==> src/smd_pkg.sv <==
// shared types and constants for the softmax block
package smd_pkg;

  typedef struct packed {
    logic signed [15:0] score;
    logic               last_element;
  } smd_in_t;

  typedef struct packed {
    logic [15:0] probability;
    logic [14:0] derivative;
    logic        last_result;
  } smd_out_t;

  // exp(-2^(b-8)) in Q0.16
  function automatic logic [15:0] exp_step(input logic [3:0] b);
    logic [15:0] r;
    begin
      unique case (b)
        4'd0:    r = 16'd65280;
        4'd1:    r = 16'd65026;
        4'd2:    r = 16'd64520;
        4'd3:    r = 16'd63520;
        4'd4:    r = 16'd61565;
        4'd5:    r = 16'd57835;
        4'd6:    r = 16'd51039;
        4'd7:    r = 16'd39750;
        4'd8:    r = 16'd24109;
        4'd9:    r = 16'd8869;
        4'd10:   r = 16'd1200;
        4'd11:   r = 16'd22;
        default: r = 16'd0;
      endcase
      return r;
    end
  endfunction

endpackage

==> src/smd_exp.sv <==
// iterative exp(-k/256) unit, one bit of k per cycle
module smd_exp (
  input  logic        clk_i,
  input  logic        rst_ni,
  input  logic        go_i,
  input  logic [16:0] k_i,
  output logic        done_o,
  output logic [16:0] e_o
);
  import smd_pkg::*;

  logic        busy_q, busy_d;
  logic [3:0]  b_q, b_d;
  logic [11:0] k_q, k_d;
  logic [16:0] e_q, e_d;
  logic        done_q, done_d;
  logic [33:0] prod;

  assign prod = 34'(e_q) * 34'(exp_step(b_q)) + 34'd32768;

  always_comb begin
    busy_d = busy_q;
    b_d    = b_q;
    k_d    = k_q;
    e_d    = e_q;
    done_d = 1'b0;
    if (go_i) begin
      k_d = k_i[11:0];
      b_d = '0;
      if (k_i >= 17'd4096) begin
        e_d = '0;
        done_d = 1'b1;
      end else begin
        e_d = 17'd65536;
        busy_d = 1'b1;
      end
    end else if (busy_q) begin
      if (k_q[b_q]) e_d = prod[32:16];
      b_d = b_q + 4'd1;
      if (b_q == 4'd11) begin
        busy_d = 1'b0;
        done_d = 1'b1;
      end
    end
  end

  always_ff @(posedge clk_i or negedge rst_ni) begin
    if (!rst_ni) begin
      busy_q <= 1'b0;
      done_q <= 1'b0;
    end else begin
      busy_q <= busy_d;
      done_q <= done_d;
    end
  end

  always_ff @(posedge clk_i) begin
    b_q <= b_d;
    k_q <= k_d;
    e_q <= e_d;
  end

  assign done_o = done_q;
  assign e_o    = e_q;
endmodule

==> src/smd_div.sv <==
// restoring divider, one quotient bit per cycle, then saturation and derivative
module smd_div (
  input  logic        clk_i,
  input  logic        rst_ni,
  input  logic        go_i,
  input  logic [39:0] num_i,
  input  logic [22:0] den_i,
  output logic        done_o,
  output logic [15:0] p_o,
  output logic [14:0] d_o
);
  localparam int unsigned NumW = 40;

  logic        busy_q;
  logic [5:0]  cnt_q;
  logic [39:0] quo_q;
  logic [23:0] rem_q;
  logic [22:0] den_q;
  logic [24:0] trial;
  logic [23:0] shifted;
  logic        mul_q, done_q;
  logic [15:0] p_q;
  logic [32:0] dprod;
  logic [14:0] d_q;

  assign shifted = {rem_q[22:0], quo_q[NumW-1]};
  assign trial   = {1'b0, shifted} - {2'b0, den_q};
  assign dprod   = 33'(p_q) * (33'd65536 - 33'(p_q)) + 33'd32768;

  always_ff @(posedge clk_i or negedge rst_ni) begin
    if (!rst_ni) begin
      busy_q <= 1'b0;
      mul_q  <= 1'b0;
      done_q <= 1'b0;
    end else begin
      done_q <= mul_q;
      mul_q  <= 1'b0;
      if (go_i) busy_q <= 1'b1;
      else if (busy_q && cnt_q == 6'(NumW - 1)) begin
        busy_q <= 1'b0;
        mul_q  <= 1'b1;
      end
    end
  end

  always_ff @(posedge clk_i) begin
    if (go_i) begin
      quo_q <= num_i;
      rem_q <= '0;
      den_q <= den_i;
      cnt_q <= '0;
    end else if (busy_q) begin
      cnt_q <= cnt_q + 6'd1;
      if (!trial[24]) begin
        rem_q <= trial[23:0];
        quo_q <= {quo_q[NumW-2:0], 1'b1};
      end else begin
        rem_q <= shifted;
        quo_q <= {quo_q[NumW-2:0], 1'b0};
      end
    end
    if (mul_q) d_q <= dprod[30:16];
    else if (busy_q && cnt_q == 6'(NumW - 1)) begin
      // saturate quotient to 16 bits; zero sum gives zero
      if (den_q == '0) p_q <= '0;
      else if (quo_q[NumW-2:15] != '0) p_q <= 16'hFFFF;
      else p_q <= {quo_q[14:0], ~trial[24]};
    end
  end

  assign done_o = done_q;
  assign p_o    = p_q;
  assign d_o    = d_q;
endmodule

==> src/softmax_with_derivative.sv <==
// softmax over a stored vector with the diagonal derivative
// load: takes a beat whenever start is high and the block is idle, tracking the maximum as elements are written
// exp pass: per element, S_ERD reads the score, S_EGO starts the bit-serial exp unit, S_EWT waits and sums
// divide pass: per element, S_DRD reads the exponential, S_DGO starts the 40-step divider, S_DWT waits
// results come one per strobe and cannot be stalled
// asynchronous active-low reset empties the vector; the stores need no clearing
module softmax_with_derivative #(
  parameter int unsigned MAX_LEN = 64
) (
  input  logic                clk_i,
  input  logic                rst_ni,
  input  logic                start,
  output logic                busy,
  input  smd_pkg::smd_in_t    in_i,
  output logic                strobe,
  output smd_pkg::smd_out_t   out_o
);
  import smd_pkg::*;

  localparam int unsigned AW = (MAX_LEN > 1) ? $clog2(MAX_LEN) : 1;
  localparam int unsigned CW = $clog2(MAX_LEN + 1);

  localparam logic [2:0] S_LOAD = 3'd0, S_ERD = 3'd1, S_EGO = 3'd2, S_EWT = 3'd3,
                         S_DRD = 3'd4, S_DGO = 3'd5, S_DWT = 3'd6;

  logic [15:0] score_mem [MAX_LEN];
  logic [16:0] exp_mem   [MAX_LEN];
  logic [15:0] score_rd_q;
  logic [16:0] exp_rd_q;

  logic [2:0]  st_q;
  logic [CW-1:0] cnt_q, idx_q;
  logic signed [15:0] max_q;
  logic [22:0] sum_q;
  logic        strobe_q;
  smd_out_t    out_q;

  logic        acc;
  logic        exp_go, exp_done, div_go, div_done;
  logic [16:0] exp_e, kval;
  logic [15:0] p_w;
  logic [14:0] d_w;

  assign busy = (st_q != S_LOAD);
  assign acc  = start && !busy;
  assign kval = 17'($signed({max_q[15], max_q}) - $signed({score_rd_q[15], score_rd_q}));
  assign exp_go = (st_q == S_EGO);
  assign div_go = (st_q == S_DGO);

  always_ff @(posedge clk_i) begin
    if (acc && cnt_q < CW'(MAX_LEN)) score_mem[cnt_q[AW-1:0]] <= in_i.score;
    score_rd_q <= score_mem[idx_q[AW-1:0]];
    if (st_q == S_EWT && exp_done) exp_mem[idx_q[AW-1:0]] <= exp_e;
    exp_rd_q <= exp_mem[idx_q[AW-1:0]];
  end

  smd_exp u_exp (
    .clk_i, .rst_ni, .go_i(exp_go), .k_i(kval), .done_o(exp_done), .e_o(exp_e)
  );

  smd_div u_div (
    .clk_i, .rst_ni, .go_i(div_go), .num_i({7'd0, exp_rd_q, 16'd0} + 40'(sum_q[22:1])),
    .den_i(sum_q), .done_o(div_done), .p_o(p_w), .d_o(d_w)
  );

  always_ff @(posedge clk_i or negedge rst_ni) begin
    if (!rst_ni) begin
      st_q     <= S_LOAD;
      cnt_q    <= '0;
      idx_q    <= '0;
      max_q    <= 16'sh8000;
      sum_q    <= '0;
      strobe_q <= 1'b0;
    end else begin
      strobe_q <= 1'b0;
      unique case (st_q)
        S_LOAD: begin
          if (acc) begin
            if (cnt_q < CW'(MAX_LEN)) begin
              cnt_q <= cnt_q + 1'b1;
              if (in_i.score > max_q) max_q <= in_i.score;
            end
            if (in_i.last_element) begin
              idx_q <= '0;
              sum_q <= '0;
              st_q  <= S_ERD;
            end
          end
        end
        S_ERD: st_q <= S_EGO;
        S_EGO: st_q <= S_EWT;
        S_EWT: begin
          if (exp_done) begin
            sum_q <= sum_q + 23'(exp_e);
            if (idx_q + 1'b1 == cnt_q) begin
              idx_q <= '0;
              st_q  <= S_DRD;
            end else begin
              idx_q <= idx_q + 1'b1;
              st_q  <= S_ERD;
            end
          end
        end
        S_DRD: st_q <= S_DGO;
        S_DGO: st_q <= S_DWT;
        S_DWT: begin
          if (div_done) begin
            strobe_q <= 1'b1;
            out_q.probability <= p_w;
            out_q.derivative  <= d_w;
            out_q.last_result <= (idx_q + 1'b1 == cnt_q);
            if (idx_q + 1'b1 == cnt_q) begin
              cnt_q <= '0;
              max_q <= 16'sh8000;
              st_q  <= S_LOAD;
            end else begin
              idx_q <= idx_q + 1'b1;
              st_q  <= S_DRD;
            end
          end
        end
        default: st_q <= S_LOAD;
      endcase
    end
  end

  assign strobe = strobe_q;
  assign out_o  = out_q;

`ifndef ASSERT_OFF
  a_cnt: assert property (@(posedge clk_i) disable iff (!rst_ni) cnt_q <= CW'(MAX_LEN))
    else $error("count overflow");
  a_strobe_busy: assert property (@(posedge clk_i) disable iff (!rst_ni)
    strobe_q && !out_q.last_result |-> busy)
    else $error("strobe outside emit");
  a_last_idle: assert property (@(posedge clk_i) disable iff (!rst_ni)
    strobe_q && out_q.last_result |-> !busy)
    else $error("not idle after last");
  a_deriv: assert property (@(posedge clk_i) disable iff (!rst_ni)
    strobe_q |-> out_q.derivative <= 15'd16384)
    else $error("derivative range");
`endif
endmodule

==> config.mk <==
export PLATFORM = sky130hd
export DESIGN_NAME = softmax_with_derivative
export DESIGN_NICKNAME = d
export VERILOG_FILES = /design/src/smd_pkg.sv /design/src/smd_exp.sv /design/src/smd_div.sv /design/src/softmax_with_derivative.sv
export SDC_FILE = /design/constraint.sdc
export NUM_CORES = 2
export LEC_CHECK = 0
export ABC_AREA = 1
export BUFFER_PORTS_ARGS = -buffer_cell sky130_fd_sc_hd__buf_4
export CORE_MARGIN = 1.5
export CORE_UTILIZATION = 35
export DETAILED_ROUTE_END_ITERATION = 16
export PLACE_DENSITY = 0.56
export SKIP_LAST_GASP = 1
export SLEW_MARGIN = 30
export SYNTH_ARGS = -nofsm -noshare
export SYNTH_HDL_FRONTEND = slang
export SYNTH_SLANG_ARGS = --single-unit
export TNS_END_PERCENT = 20
==> constraint.sdc <==
create_clock -name clk_i -period 9 [get_ports clk_i]
set_input_delay 0.45 -clock clk_i [delete_from_list [all_inputs] [get_ports clk_i]]
set_output_delay 0.45 -clock clk_i [all_outputs]
set_load 0.005 [all_outputs]
==> flow_summary.json <==
{
  "fillers": 30490,
  "crit_type": "reg -> reg",
  "antenna_found_initial": 14,
  "rows": 208,
  "routabilityCongestion": 0.8787,
  "startpoint": "u_div.p_o[1]",
  "grt_pass1_wl_um": 501000,
  "setup_viol": 0,
  "portBuffers": 53,
  "cap_viol_max_count": 0,
  "clock.fmax_mhz": 127.8,
  "synth.distinct_cells": 53,
  "slew_viol_final": 0,
  "critPathSlowestCell": "ha_1",
  "netlist_area_sq_um": 113400,
  "async_flop_share": 0.02572,
  "nets": 10680,
  "period_minus_slack_ns": 7.825,
  "drt_wl_total_um": 341000,
  "yosys_warnings": 0,
  "finalHoldViolCount": 0,
  "crit_path_end_kind": "flip-flop",
  "cts_buffers": 267,
  "drive_above_1_share": 0.07736,
  "syn_avg_cell_area_sq_um": 11.63,
  "clkLatencyLatePin_ns": 0.88,
  "r2r_cells": 26,
  "status": "complete, no violations",
  "area_growth_pct": 13.19,
  "viasPerCell": 5.181,
  "cpPeakStageDelay_ns": 0.62,
  "worst_slew_pin_slew_ns": 1.062,
  "path_clk_slew_ns": 0.07,
  "synth-seq-cells": 2411,
  "max_slew_margin": 0.2921,
  "netlist_instances": 9752,
  "synthFlopType": "edfxtp_1",
  "clock_skew_ns": 0.08481,
  "htree_levels": 5,
  "hpwl_um": 208300,
  "crit_required_ns": 9.56,
  "die-width_um": 572.3,
  "cts_root_buffer": "clkbuf_16",
  "holdPathStages": 1,
  "grt_pass1_vias": 75620,
  "grt_max_degree": 111,
  "route.detailed.drc": 0,
  "wire_per_inst_um": 23.63,
  "min_from": "in_i[6]",
  "cts_setup_buffers": 0,
  "route.vias.total": 74770,
  "core_area_sq_um": 321700,
  "critPathArrivalTime_ns": 8.38,
  "rsz0062_at_grt": "no",
  "setup.worst_path.start_class": "flip-flop",
  "critPathMaxFanout": 12,
  "drtIter0Drc": 7117,
  "initial_core_util": 0.3526,
  "worstHoldPathType": "in -> reg",
  "clock-sinks": 2411,
  "ant_nets": 0,
  "die_h_um": 572.3,
  "yosysMostFrequentCell": "nand2_1",
  "dieArea_sq_um": 327500,
  "grt.total_usage": 0.2063,
  "synth_top_area_share": 0.6002,
  "netlist_top_cells_area": "edfxtp_1 60%, nand2_1 8.5%, fa_1 7.4%",
  "firstDrtPassIters": 6,
  "clockBufferDepth": 4,
  "seq_area_frac_synth": 0.6284,
  "grt-ovfl-total": 0,
  "synth_top_area_cell": "edfxtp_1",
  "path_common_cell": "fa_1",
  "r2r_start": "u_div.p_o[1]",
  "io_pins": 54,
  "synth_edf_count": 2267,
  "tns_ns": 0,
  "layout_worst_path_cycle_share": 0.8694,
  "cts_tree": "built",
  "ys_top_cells_by_count": "2557 x nand2_1, 2267 x edfxtp_1, 1271 x inv_1, 577 x nor2_1, 417 x fa_1"
}
layout make-up:
cell class              count  area, sq um  area share
clock buffers             330         7096     0.05527
diodes                      5        12.51  0.00009746
clock inverters           144         1368     0.01065
multi-input cells        5663        36020      0.2805
well taps                4305         5386     0.04196
repair buffers            283         2335     0.01819
inverters                1291         4891     0.03810
flip-flops and latches   2411        71270      0.5552
per-stage QoR:
stage                     hold WS (ns)  utilization  instance area [sq um]  std cells  worst slack (ns)
after detailed placement        0.2857       0.3725                 119800      13950             1.356
after global placement          0.2921       0.3717                 119600      13940             1.422
after floorplan                 0.1544            -                 113500       9762             2.053
after global routing           0.05469       0.3991                 128400      14430            0.7928
after CTS                      0.02625       0.3989                 128300      14430             1.287
final                          0.06267       0.3991                 128400      14430             1.175
cell families (layout without fill, tap and decap cells):
kind of cell,count (synthesis),count (layout),share of synthesized area
AND/OR/NAND/NOR,3661,3661,0.1309
flip-flops,2411,2411,0.6284
buffers and inverters,1688,2048,0.05774
AO/OA/AOI/OAI,1194,1194,0.06917
adder cells (fa/ha/maj),744,744,0.1097
XOR/XNOR,52,52,0.004016
other,2,17,0.00006622
critical path: cells and delay by family (launching register included):
kind	cells	cell delay, ns
adder cells (fa/ha/maj)	9	4.31
buffers and inverters	6	1.02
AND/OR/NAND/NOR	11	1.87
flip-flops	1	0.33
sequential cells by signal, indices dropped and copies added (netlist names), 3 cells and up, named ones only:
register / flops
exp_mem: 1088
score_mem: 1024
u_div.quo_q: 40
out_o: 32
sum_q: 23
u_div.den_q: 23
u_div.rem_q: 23
exp_rd_q: 17
u_exp.e_o: 17
max_q: 16
score_rd_q: 16
u_div.p_o: 16
u_div.d_o: 15
u_exp.k_q: 12
cnt_q: 7
idx_q: 7
u_div.cnt_q: 6
u_exp.b_q: 4
st_q: 3
path summary, 6_finish.rpt:
check	slack [ns]	to
max reg2reg	1.18	u_div.d_o[12]
min reg2reg	0.42	out_o[5]
min	0.06	score_mem[33][5]
min in group asynchronous	0.39	idx_q[5]
max	1.18	u_div.d_o[12]
max in group asynchronous	8.02	u_div.mul_q
placed cells by master (no fill, tap or decap), types with 29 or more instances in the layout:
master / netlist / final
clkinv_1: 2 / 49
nor3_1: 39 / 35
clkbuf_1: 229 / 52
dfrtp_1: 61 / 60
o2111ai_1: 143 / 143
buf_4: 7 / 259
clkinv_2: 0 / 45
nand2_1: 2557 / 2556
o21ai_0: 313 / 312
nor2_2: 3 / 50
fa_1: 417 / 417
ha_1: 327 / 327
edfxtp_1: 2267 / 2267
xor2_1: 29 / 29
nand3_1: 203 / 202
dfxtp_1: 82 / 81
a22o_1: 92 / 92
nand4_1: 212 / 212
nor2_4: 5 / 31
a22oi_1: 244 / 244
clkbuf_16: 0 / 273
a21oi_1: 249 / 249
inv_1: 1271 / 1270
nor2_1: 577 / 504
routing by layer:
layer / track usage / share of wire / vias up
met3: 0.02593 / 0.066 / 540
met1: 0.2726 / 0.42 / 37890
met5: 0 / 0.000038 / -
met4: 0.06808 / 0.034 / 2
li1: - / - / 33580
met2: 0.3507 / 0.48 / 2755
what timing repair did:
action | CTS | global route
hold buffers | 4 | 0
setup endpoints to repair | 0 | 0
endpoints found under the hold margin | 37 | 0
resized for setup | 0 | 0
Power is left out: the tool's default activity adds up to more than one toggle a clock period on the data nets, which glitch-free logic cannot reach.
